===== config.mk =====
export PLATFORM = sky130hd
export DESIGN_NAME = date_day_shift_top
export DESIGN_NICKNAME = d
export VERILOG_FILES = /design/src/sv/dds_pkg.sv /design/src/sv/dds_to_jdn.sv /design/src/sv/dds_year.sv /design/src/sv/dds_to_date.sv /design/src/sv/date_day_shift_top.sv
export SDC_FILE = /design/constraint.sdc
export NUM_CORES = 2
export LEC_CHECK = 0
export BUFFER_PORTS_ARGS = -buffer_cell sky130_fd_sc_hd__buf_2
export CAP_MARGIN = 40
export CORE_ASPECT_RATIO = 2
export CORE_MARGIN = 4
export CORE_UTILIZATION = 45
export CTS_CLUSTER_SIZE = 40
export DETAILED_ROUTE_END_ITERATION = 7
export MAX_ROUTING_LAYER = met4
export SLEW_MARGIN = 20
export SYNTH_ARGS = -nofsm -noshare
export SYNTH_HDL_FRONTEND = slang
export SYNTH_SLANG_ARGS = --single-unit
export TNS_END_PERCENT = 10

===== constraint.sdc =====
create_clock -name clk -period 21.9 [get_ports clk]
set_clock_uncertainty 0.2 [all_clocks]
set_input_delay 3.285 -clock clk [delete_from_list [all_inputs] [get_ports clk]]
set_output_delay 3.285 -clock clk [all_outputs]
set_load 0.01 [all_outputs]

===== src/sv/dds_pkg.sv =====
// Shared types, constants and tables for the date day-shift pipeline.
`default_nettype none

package dds_pkg;

	localparam int unsigned DATE_W  = 22;	// day numbers stay below 2^22
	localparam int unsigned SHIFT_W = 20;
	localparam int unsigned JY_W    = 14;	// internal year count on the way back

	localparam logic [DATE_W-1:0] JD_BASE        = 22'd1720995;
	localparam logic [DATE_W-1:0] JD_REFORM      = 22'd2299161;
	localparam logic [DATE_W-1:0] JD_GREG_ORIGIN = 22'd1867216;
	localparam logic [DATE_W-1:0] DATE_PAD       = 22'd1524;
	// 2 - c + c/4 with c = jy/100 is -13 for every forward year (1984..2084)
	localparam logic [DATE_W-1:0] CENT_CORR      = 22'd13;
	// 100*(date - anchor) + 6680*36525 - 12210 reduces to 100*date - 12210
	localparam logic [28:0]       JY_OFFS        = 29'd12210;
	localparam logic [JY_W-1:0]   YEAR_BIAS      = 14'd4715;

	// reciprocals, exact for the numerator widths used
	localparam int unsigned GREG_SH = 41;
	localparam logic [63:0] GREG_DIV = 64'd146097;
	localparam logic [63:0] GREG_RECIP = ((64'd1 << GREG_SH) + GREG_DIV - 64'd1) / GREG_DIV;
	localparam logic [23:0] GREG_M = GREG_RECIP[23:0];

	localparam int unsigned YEAR_SH = 45;
	localparam logic [63:0] YEAR_DIV = 64'd36525;
	localparam logic [63:0] YEAR_RECIP = ((64'd1 << YEAR_SH) + YEAR_DIV - 64'd1) / YEAR_DIV;
	localparam logic [29:0] YEAR_M = YEAR_RECIP[29:0];

	localparam int unsigned CENT_SH = 19;
	localparam logic [63:0] CENT_DIV = 64'd100;
	localparam logic [63:0] CENT_RECIP = ((64'd1 << CENT_SH) + CENT_DIV - 64'd1) / CENT_DIV;
	localparam logic [12:0] CENT_M = CENT_RECIP[12:0];

	typedef struct packed {
		logic              ok;
		logic [DATE_W-1:0] date;
	} dds_jdn_t;

	typedef struct packed {
		logic              ok;
		logic [DATE_W-1:0] date;
		logic [JY_W-1:0]   jy;
	} dds_jy_t;

	// floor(30.6001 * k)
	function automatic logic [8:0] mon_days(input logic [3:0] k);
		logic [8:0] r;
		case (k)
			4'd0:    r = 9'd0;
			4'd1:    r = 9'd30;
			4'd2:    r = 9'd61;
			4'd3:    r = 9'd91;
			4'd4:    r = 9'd122;
			4'd5:    r = 9'd153;
			4'd6:    r = 9'd183;
			4'd7:    r = 9'd214;
			4'd8:    r = 9'd244;
			4'd9:    r = 9'd275;
			4'd10:   r = 9'd306;
			4'd11:   r = 9'd336;
			4'd12:   r = 9'd367;
			4'd13:   r = 9'd397;
			4'd14:   r = 9'd428;
			4'd15:   r = 9'd459;
			default: r = 9'd0;
		endcase
		return r;
	endfunction

endpackage

`default_nettype wire


===== src/sv/dds_to_jdn.sv =====
// Stage 1: range check and calendar date to shifted Julian day number.
`default_nettype none

module dds_to_jdn (
	input  wire logic                                clk,
	input  wire logic                                arst_n,
	input  wire logic signed [dds_pkg::SHIFT_W-1:0] day_shift,
	input  wire logic                                i_valid,
	output logic                                     i_ready,
	input  wire logic [4:0]                          day,
	input  wire logic [3:0]                          month,
	input  wire logic [6:0]                          year_two_digit,
	output logic                                     o_valid,
	input  wire logic                                o_ready,
	output dds_pkg::dds_jdn_t                        o_data
);
	import dds_pkg::*;

	logic              valid_s1;
	logic              ok_s1;
	logic [DATE_W-1:0] date_s1;
	logic              en_s1;

	logic              ok;
	logic [11:0]       year;
	logic [11:0]       jy;
	logic [3:0]        jm;
	logic [DATE_W-1:0] base;
	logic signed [DATE_W:0] shifted;

	assign en_s1   = !valid_s1 || o_ready;
	assign i_ready = en_s1;

	always_comb begin
		ok   = (day != 5'd0) && (month != 4'd0) && (month <= 4'd12);
		year = 12'(year_two_digit) + ((year_two_digit < 7'd85) ? 12'd2000 : 12'd1900);
		// Jan and Feb count as months 13 and 14 of the year before
		if (month > 4'd2) begin
			jy = year;
			jm = month + 4'd1;
		end else begin
			jy = year - 12'd1;
			jm = month + 4'd13;
		end
		base = 22'(jy) * 22'd365 + 22'(jy >> 2) + 22'(mon_days(jm)) + 22'(day)
			+ JD_BASE - CENT_CORR;
		shifted = $signed({1'b0, base}) + $signed({{(DATE_W+1-SHIFT_W){day_shift[SHIFT_W-1]}},
			day_shift});
	end

	always_ff @(posedge clk or negedge arst_n) begin
		if (!arst_n) begin
			valid_s1 <= 1'b0;
		end else if (en_s1) begin
			valid_s1 <= i_valid;
		end
	end

	always_ff @(posedge clk) begin
		if (en_s1) begin
			ok_s1   <= ok;
			date_s1 <= shifted[DATE_W-1:0];
		end
	end

	assign o_valid = valid_s1;
	assign o_data  = '{ok: ok_s1, date: date_s1};

endmodule

`default_nettype wire


===== src/sv/dds_year.sv =====
// Stages 2-4: Gregorian correction and year count from the day number.
`default_nettype none

module dds_year (
	input  wire logic              clk,
	input  wire logic              arst_n,
	input  wire logic              i_valid,
	output logic                   i_ready,
	input  wire dds_pkg::dds_jdn_t i_data,
	output logic                   o_valid,
	input  wire logic              o_ready,
	output dds_pkg::dds_jy_t       o_data
);
	import dds_pkg::*;

	logic valid_s2, valid_s3, valid_s4;
	logic en_s2, en_s3, en_s4;

	logic              ok_s2, ok_s3, ok_s4;
	logic [DATE_W-1:0] date_s2, date_s3, date_s4;
	logic              greg_s2;
	logic [4:0]        gcorr_s2;
	logic [28:0]       njy_s3;
	logic [JY_W-1:0]   jy_s4;

	logic [20:0]       u;
	logic [22:0]       n;
	logic [46:0]       p_greg;
	logic [DATE_W-1:0] corr;
	logic [DATE_W-1:0] date3;
	logic [58:0]       p_year;

	assign en_s4   = !valid_s4 || o_ready;
	assign en_s3   = !valid_s3 || en_s4;
	assign en_s2   = !valid_s2 || en_s3;
	assign i_ready = en_s2;

	always_comb begin
		// stage 2: centuries skipped since the origin, (4u - 1) / 146097
		u      = 21'(i_data.date - JD_GREG_ORIGIN);
		n      = {u, 2'b00} - 23'd1;
		p_greg = 47'(n) * 47'(GREG_M);
		// stage 3
		corr   = greg_s2 ? (22'd1 + 22'(gcorr_s2) - 22'(gcorr_s2 >> 2)) : '0;
		date3  = date_s2 + corr + DATE_PAD;
		// stage 4: (100*date - 12210) / 36525
		p_year = 59'(njy_s3) * 59'(YEAR_M);
	end

	always_ff @(posedge clk or negedge arst_n) begin
		if (!arst_n) begin
			valid_s2 <= 1'b0;
			valid_s3 <= 1'b0;
			valid_s4 <= 1'b0;
		end else begin
			if (en_s2) begin
				valid_s2 <= i_valid;
			end
			if (en_s3) begin
				valid_s3 <= valid_s2;
			end
			if (en_s4) begin
				valid_s4 <= valid_s3;
			end
		end
	end

	always_ff @(posedge clk) begin
		if (en_s2) begin
			ok_s2    <= i_data.ok;
			date_s2  <= i_data.date;
			greg_s2  <= (i_data.date >= JD_REFORM);
			gcorr_s2 <= p_greg[GREG_SH+4:GREG_SH];
		end
		if (en_s3) begin
			ok_s3   <= ok_s2;
			date_s3 <= date3;
			njy_s3  <= 29'(date3) * 29'd100 - JY_OFFS;
		end
		if (en_s4) begin
			ok_s4   <= ok_s3;
			date_s4 <= date_s3;
			jy_s4   <= p_year[YEAR_SH+JY_W-1:YEAR_SH];
		end
	end

	assign o_valid = valid_s4;
	assign o_data  = '{ok: ok_s4, date: date_s4, jy: jy_s4};

endmodule

`default_nettype wire


===== src/sv/dds_to_date.sv =====
// Stages 5-8: day of year, month split and two-digit year of the result.
`default_nettype none

module dds_to_date (
	input  wire logic             clk,
	input  wire logic             arst_n,
	input  wire logic             i_valid,
	output logic                  i_ready,
	input  wire dds_pkg::dds_jy_t i_data,
	output logic                  out_valid,
	input  wire logic             out_ready,
	output logic [4:0]            out_day,
	output logic [3:0]            out_month,
	output logic [6:0]            out_year_two_digit,
	output logic                  valid_res
);
	import dds_pkg::*;

	logic valid_s5, valid_s6, valid_s7, valid_s8;
	logic en_s5, en_s6, en_s7, en_s8;

	logic              ok_s5, ok_s6, ok_s7;
	logic [8:0]        x_s5;
	logic [JY_W-1:0]   jy_s5;
	logic [4:0]        od_s6, od_s7;
	logic [3:0]        om_s6, om_s7;
	logic [11:0]       oy_s6, oy_s7;
	logic [5:0]        q_s7;
	logic [4:0]        day_s8;
	logic [3:0]        month_s8;
	logic [6:0]        year_s8;
	logic              ok_s8;

	logic [DATE_W-1:0] jd;
	logic [DATE_W-1:0] rem;
	logic [3:0]        jm;
	logic [3:0]        om;
	logic [JY_W-1:0]   oy;
	logic [24:0]       p_cent;
	logic [11:0]       yr;

	assign en_s8   = !valid_s8 || out_ready;
	assign en_s7   = !valid_s7 || en_s8;
	assign en_s6   = !valid_s6 || en_s7;
	assign en_s5   = !valid_s5 || en_s6;
	assign i_ready = en_s5;

	always_comb begin
		// stage 5: days left after the whole years
		jd  = 22'(i_data.jy) * 22'd365 + 22'(i_data.jy >> 2);
		rem = i_data.date - jd;
		// stage 6: month index is the largest k with x > floor(30.6001 k)
		jm = '0;
		for (int k = 1; k < 16; k++) begin
			if (x_s5 > mon_days(4'(k))) begin
				jm = 4'(k);
			end
		end
		om = (jm > 4'd13) ? (jm - 4'd13) : (jm - 4'd1);
		oy = jy_s5 - YEAR_BIAS - ((om > 4'd2) ? 14'd1 : 14'd0);
		// stage 7: year / 100
		p_cent = 25'(oy_s6) * 25'(CENT_M);
		// stage 8: year mod 100
		yr = oy_s7 - 12'(q_s7) * 12'd100;
	end

	always_ff @(posedge clk or negedge arst_n) begin
		if (!arst_n) begin
			valid_s5 <= 1'b0;
			valid_s6 <= 1'b0;
			valid_s7 <= 1'b0;
			valid_s8 <= 1'b0;
		end else begin
			if (en_s5) begin
				valid_s5 <= i_valid;
			end
			if (en_s6) begin
				valid_s6 <= valid_s5;
			end
			if (en_s7) begin
				valid_s7 <= valid_s6;
			end
			if (en_s8) begin
				valid_s8 <= valid_s7;
			end
		end
	end

	always_ff @(posedge clk) begin
		if (en_s5) begin
			ok_s5 <= i_data.ok;
			x_s5  <= rem[8:0];
			jy_s5 <= i_data.jy;
		end
		if (en_s6) begin
			ok_s6 <= ok_s5;
			od_s6 <= 5'(x_s5 - mon_days(jm));
			om_s6 <= om;
			oy_s6 <= oy[11:0];
		end
		if (en_s7) begin
			ok_s7 <= ok_s6;
			od_s7 <= od_s6;
			om_s7 <= om_s6;
			oy_s7 <= oy_s6;
			q_s7  <= p_cent[CENT_SH+5:CENT_SH];
		end
		if (en_s8) begin
			ok_s8    <= ok_s7;
			day_s8   <= ok_s7 ? od_s7 : '0;
			month_s8 <= ok_s7 ? om_s7 : '0;
			year_s8  <= ok_s7 ? yr[6:0] : '0;
		end
	end

	assign out_valid          = valid_s8;
	assign out_day            = day_s8;
	assign out_month          = month_s8;
	assign out_year_two_digit = year_s8;
	assign valid_res          = ok_s8;

endmodule

`default_nettype wire


===== src/sv/date_day_shift_top.sv =====
// Top level of the date day-shift pipeline with its shift register.
//
// Takes a date as day, month and two-digit year (85-99 read as 1985-1999,
// 00-84 as 2000-2084, 100-127 as 2000-2027), moves it by the signed day
// count held in the day_shift register and returns the new day, month and
// year modulo 100. The date passes through a Julian day number with the
// Gregorian correction; results that land before the 1582 reform come back
// in the Julian calendar. Only 1..31 is checked for the day, so 31.02 rolls
// into March; a day of 0 or a month outside 1..12 returns valid_res = 0 with
// all date fields zero. The pipeline has eight register stages: one request
// enters every cycle while nothing stalls, and its result shows on the out
// channel from the last of them. The depth is set by the chain of constant
// reciprocal multiplies (century count, year count, year modulo 100), each
// followed by a register. Back-pressure on out_ready stops only the stages
// that hold data, so empty stages keep filling. cfg_ready is always high;
// a write to day_shift (20-bit two's complement, reset 0) applies to every
// request accepted afterwards and must only happen with the pipeline empty.
`default_nettype none

module date_day_shift_top (
	input  wire logic                        clk,
	input  wire logic                        arst_n,
	// configuration write
	input  wire logic                        cfg_valid,
	output logic                             cfg_ready,
	input  wire logic [dds_pkg::SHIFT_W-1:0] cfg_data,
	// input requests
	input  wire logic                        in_valid,
	output logic                             in_ready,
	input  wire logic [4:0]                  day,
	input  wire logic [3:0]                  month,
	input  wire logic [6:0]                  year_two_digit,
	// results
	output logic                             out_valid,
	input  wire logic                        out_ready,
	output logic [4:0]                       out_day,
	output logic [3:0]                       out_month,
	output logic [6:0]                       out_year_two_digit,
	output logic                             valid_res
);
	import dds_pkg::*;

	logic signed [SHIFT_W-1:0] day_shift_q;

	// hand-off between the three pipeline segments
	logic     jdn_valid, jdn_ready;
	dds_jdn_t jdn_data;
	logic     jy_valid, jy_ready;
	dds_jy_t  jy_data;

	// the register is a plain write port, never busy
	assign cfg_ready = 1'b1;

	always_ff @(posedge clk or negedge arst_n) begin
		if (!arst_n) begin
			day_shift_q <= '0;
		end else if (cfg_valid && cfg_ready) begin
			day_shift_q <= $signed(cfg_data);
		end
	end

	// stage 1: checks, calendar date to day number, add the shift
	dds_to_jdn u_to_jdn (
		.clk            (clk),
		.arst_n         (arst_n),
		.day_shift      (day_shift_q),
		.i_valid        (in_valid),
		.i_ready        (in_ready),
		.day            (day),
		.month          (month),
		.year_two_digit (year_two_digit),
		.o_valid        (jdn_valid),
		.o_ready        (jdn_ready),
		.o_data         (jdn_data)
	);

	// stages 2-4: Gregorian correction and year count
	dds_year u_year (
		.clk     (clk),
		.arst_n  (arst_n),
		.i_valid (jdn_valid),
		.i_ready (jdn_ready),
		.i_data  (jdn_data),
		.o_valid (jy_valid),
		.o_ready (jy_ready),
		.o_data  (jy_data)
	);

	// stages 5-8: month and day split, year modulo 100, output register
	dds_to_date u_to_date (
		.clk                (clk),
		.arst_n             (arst_n),
		.i_valid            (jy_valid),
		.i_ready            (jy_ready),
		.i_data             (jy_data),
		.out_valid          (out_valid),
		.out_ready          (out_ready),
		.out_day            (out_day),
		.out_month          (out_month),
		.out_year_two_digit (out_year_two_digit),
		.valid_res          (valid_res)
	);

endmodule

`default_nettype wire

==> results.txt <==
Status -> completed
Clock Path Buffers -> 3
Syn_area_per_cell -> 10.4 µm²
Pre-Repair DR Iteration Count -> 5
Top cells by area, synth -> fa_1 (32%), ha_1 (26%), edfxtp_1 (13%), inv_1 (11%), xnor2_1 (2.6%)
Buf/Inv on CP -> 9
Antenna Cells -> 0
Vias per Instance -> 5.09
Vias in the first global route -> 33,200
IO Port Bufs -> 59
Resize count post-CTS -> 0
Delay-heaviest family, CP -> adder cells
Overflow after GRT -> 0
Cells after Synth -> 4,251
Share of the synthesized area in the top cell type -> 0.320
Setup CP Type -> input pin to flop
Least-Margin Pin Slew -> 0.962 ns
# clock sinks -> 222
Initial antenna violation count -> 0
Total setup buffers inserted after CTS -> 0
WL/cell -> 20.3 µm
Most used DFF post-synth -> edfxtp_1
Final period utilization -> 0.529
Worst setup SP type -> input pin
Vias -> 28,900
Cts bufs inserted -> 28
Share of post-route cells with drive strength above 1 -> 0.0433
Slowest stage delay, CP -> 0.57 ns
Die Area -> 104,000 µm²
Antenna viol nets, final -> 0
Yosys cell types -> 85
Worst setup EP type -> flop
Number of flops mapped to enable cells by yosys -> 194
Seq/Total Area, Yosys -> 0.148
Largest net degree at the start of global routing -> 40
Num ports -> 61
Hold-fix buffers, CTS -> 0
Final Hold Viols -> 0
Core area -> 97,500 µm²
Final Setup Violations -> 0
Filler instances -> 9,170
Number of DRC markers in iteration 0 -> 1,021
Worst skew pair latency -> 0.61 ns
Maximum Capacitance Violations -> 0
Synth Warn # -> 0
Setup TNS -> 0 ns
Die Wd -> 230 µm
Relative slew slack -> 0.352
CTS tree -> done
Worst-path clk slew -> 0.06 ns
Critical path peak fanout -> 9
Data arrival, critical path -> 11.73 ns
HP Class -> flop to flop
Async SR Flop Fraction -> 0.126
Final Net Count -> 6,008
Global-route wire length before repair -> 182,000 µm
Synth Cell Area -> 44,200 µm²
Die Ht -> 451 µm
Final min period -> 11.58 ns
Final WL -> 115,000 µm
Hpwl dp -> 105,000 µm
GP Congestion -> 1.05
Initial Utilization -> 0.454
Root buffer cell -> clkbuf_16
Seq cells post-synth -> 222
Fin. max-slew vios -> 0
DRC Markers -> 0
CTS H-tree depth -> 1
Total track usage -> 0.237
Leading area contributor after synthesis -> fa_1
FP Rows -> 162
Post-synthesis net count -> 5,919
Syn-to-layout area delta -> 7.04%
Worst Path Required -> 22.05 ns
Most used cell, CP -> inv_1
Worst path slowest cell -> o41ai_1
F_max -> 86.3 MHz
RSZ-0062 raised after global routing -> false
placed cells by master (no fill, tap or decap), types with 76 or more instances in the layout:
cell / n
fa_1: 706
ha_1: 921
a21oi_1: 127
xor2_1: 76
xnor2_1: 132
nand2_1: 110
edfxtp_1: 194
o21ai_0: 91
inv_1: 1241
nor2_1: 116
worst register-to-register path: cells and delay by family, from the launching register on:
family	cells	cell delay (ns)
fa+ha+maj	9	4.43
compound gates	12	2.49
buf+inv	7	0.91
simple gates	3	0.71
xor+xnor	2	0.65
flops	1	0.55
synthesized netlist by cell type (all sizes together) (9+ instances only):
cell type  number
a211oi         14
a21o           47
a21oi         127
a31oi          13
and2           26
and3           18
clkbuf         25
dfrtp          28
edfxtp        194
fa            706
ha            921
inv          1241
mux2           14
mux2i          11
nand2         110
nand2b         23
nand3          42
nand4          21
nor2          116
nor2b          21
nor3           39
nor4            9
o21a           19
o21ai          96
o21bai         22
o22ai           9
o41ai          10
or2            14
xnor2         133
xor2           76
layout make-up:
type	count	area (µm²)	share of cell area
Sequential cell	222	6530	0.138
Tap cell	1312	1640	0.0347
Timing Repair Buffer	89	579	0.0122
Clock buffer	30	708	0.0150
Clock inverter	22	312	0.00658
Multi-Input combinational cell	2758	32900	0.695
Inverter	1241	4660	0.0984
sequential cells by signal (all words and copies together), names as in the netlist, 9 cells and up:
name / flops
u_to_date.x_s5: 9
u_year.date_s4: 9
u_to_jdn.date_s1: 22
u_year.njy_s3: 27
u_year.jy_s4: 12
day_shift_q: 20
u_to_date.jy_s5: 12
u_year.date_s3: 9
u_to_date.oy_s6: 12
u_year.date_s2: 22
layer usage:
metal | GRT usage | part of all wire | up-vias | wire [µm]
li1 | - | - | 13600 | -
met1 | 0.186 | 0.28 | 14200 | 32300
met2 | 0.480 | 0.59 | 566 | 67900
met3 | 0.0164 | 0.020 | 468 | 2320
met4 | 0.189 | 0.11 | 0 | 12900
met5 | - | 0 | - | 0
worst paths after layout:
check	start	endpoint	slack (ns)	cells past startpoint
min	u_year.date_s3[8]	u_year.date_s4[8]	0.18	0
max in group asynchronous	arst_n	day_shift_q[10]	18.64	2
min reg2reg	u_year.date_s3[8]	u_year.date_s4[8]	0.18	0
max reg2reg	u_to_jdn.date_s1[4]	u_year.gcorr_s2[4]	11.72	33
min in group asynchronous	arst_n	day_shift_q[19]	2.41	1
max	year_two_digit[0]	u_to_jdn.date_s1[21]	10.32	32
cell families after synthesis:
group                      share of synthesized area
other                                      0.0000848
buffers and inverters                          0.108
xor gates and xnor gates                      0.0416
AOI/OAI and AO/OA                             0.0633
adders and majority gates                      0.580
and+or+nand+nor                               0.0531
DFF                                            0.148
muxes                                        0.00605
per-stage QoR:
step                cell area, µm²  hold slack, ns  setup slack (ns)  std cells   util
floorplan                    44200           0.200             10.75       4251      -
global placement             46200           0.202              9.41       5607  0.473
detailed placement           46300           0.206              9.60       5620  0.475
CTS                          47300           0.155             10.27       5672  0.485
global route                 47300           0.180              9.78       5674  0.486
finish                       47300           0.177             10.32       5674  0.486
Power is left out: the tool's default activity adds up to more than one toggle a clock period on the data nets, which glitch-free logic cannot reach.
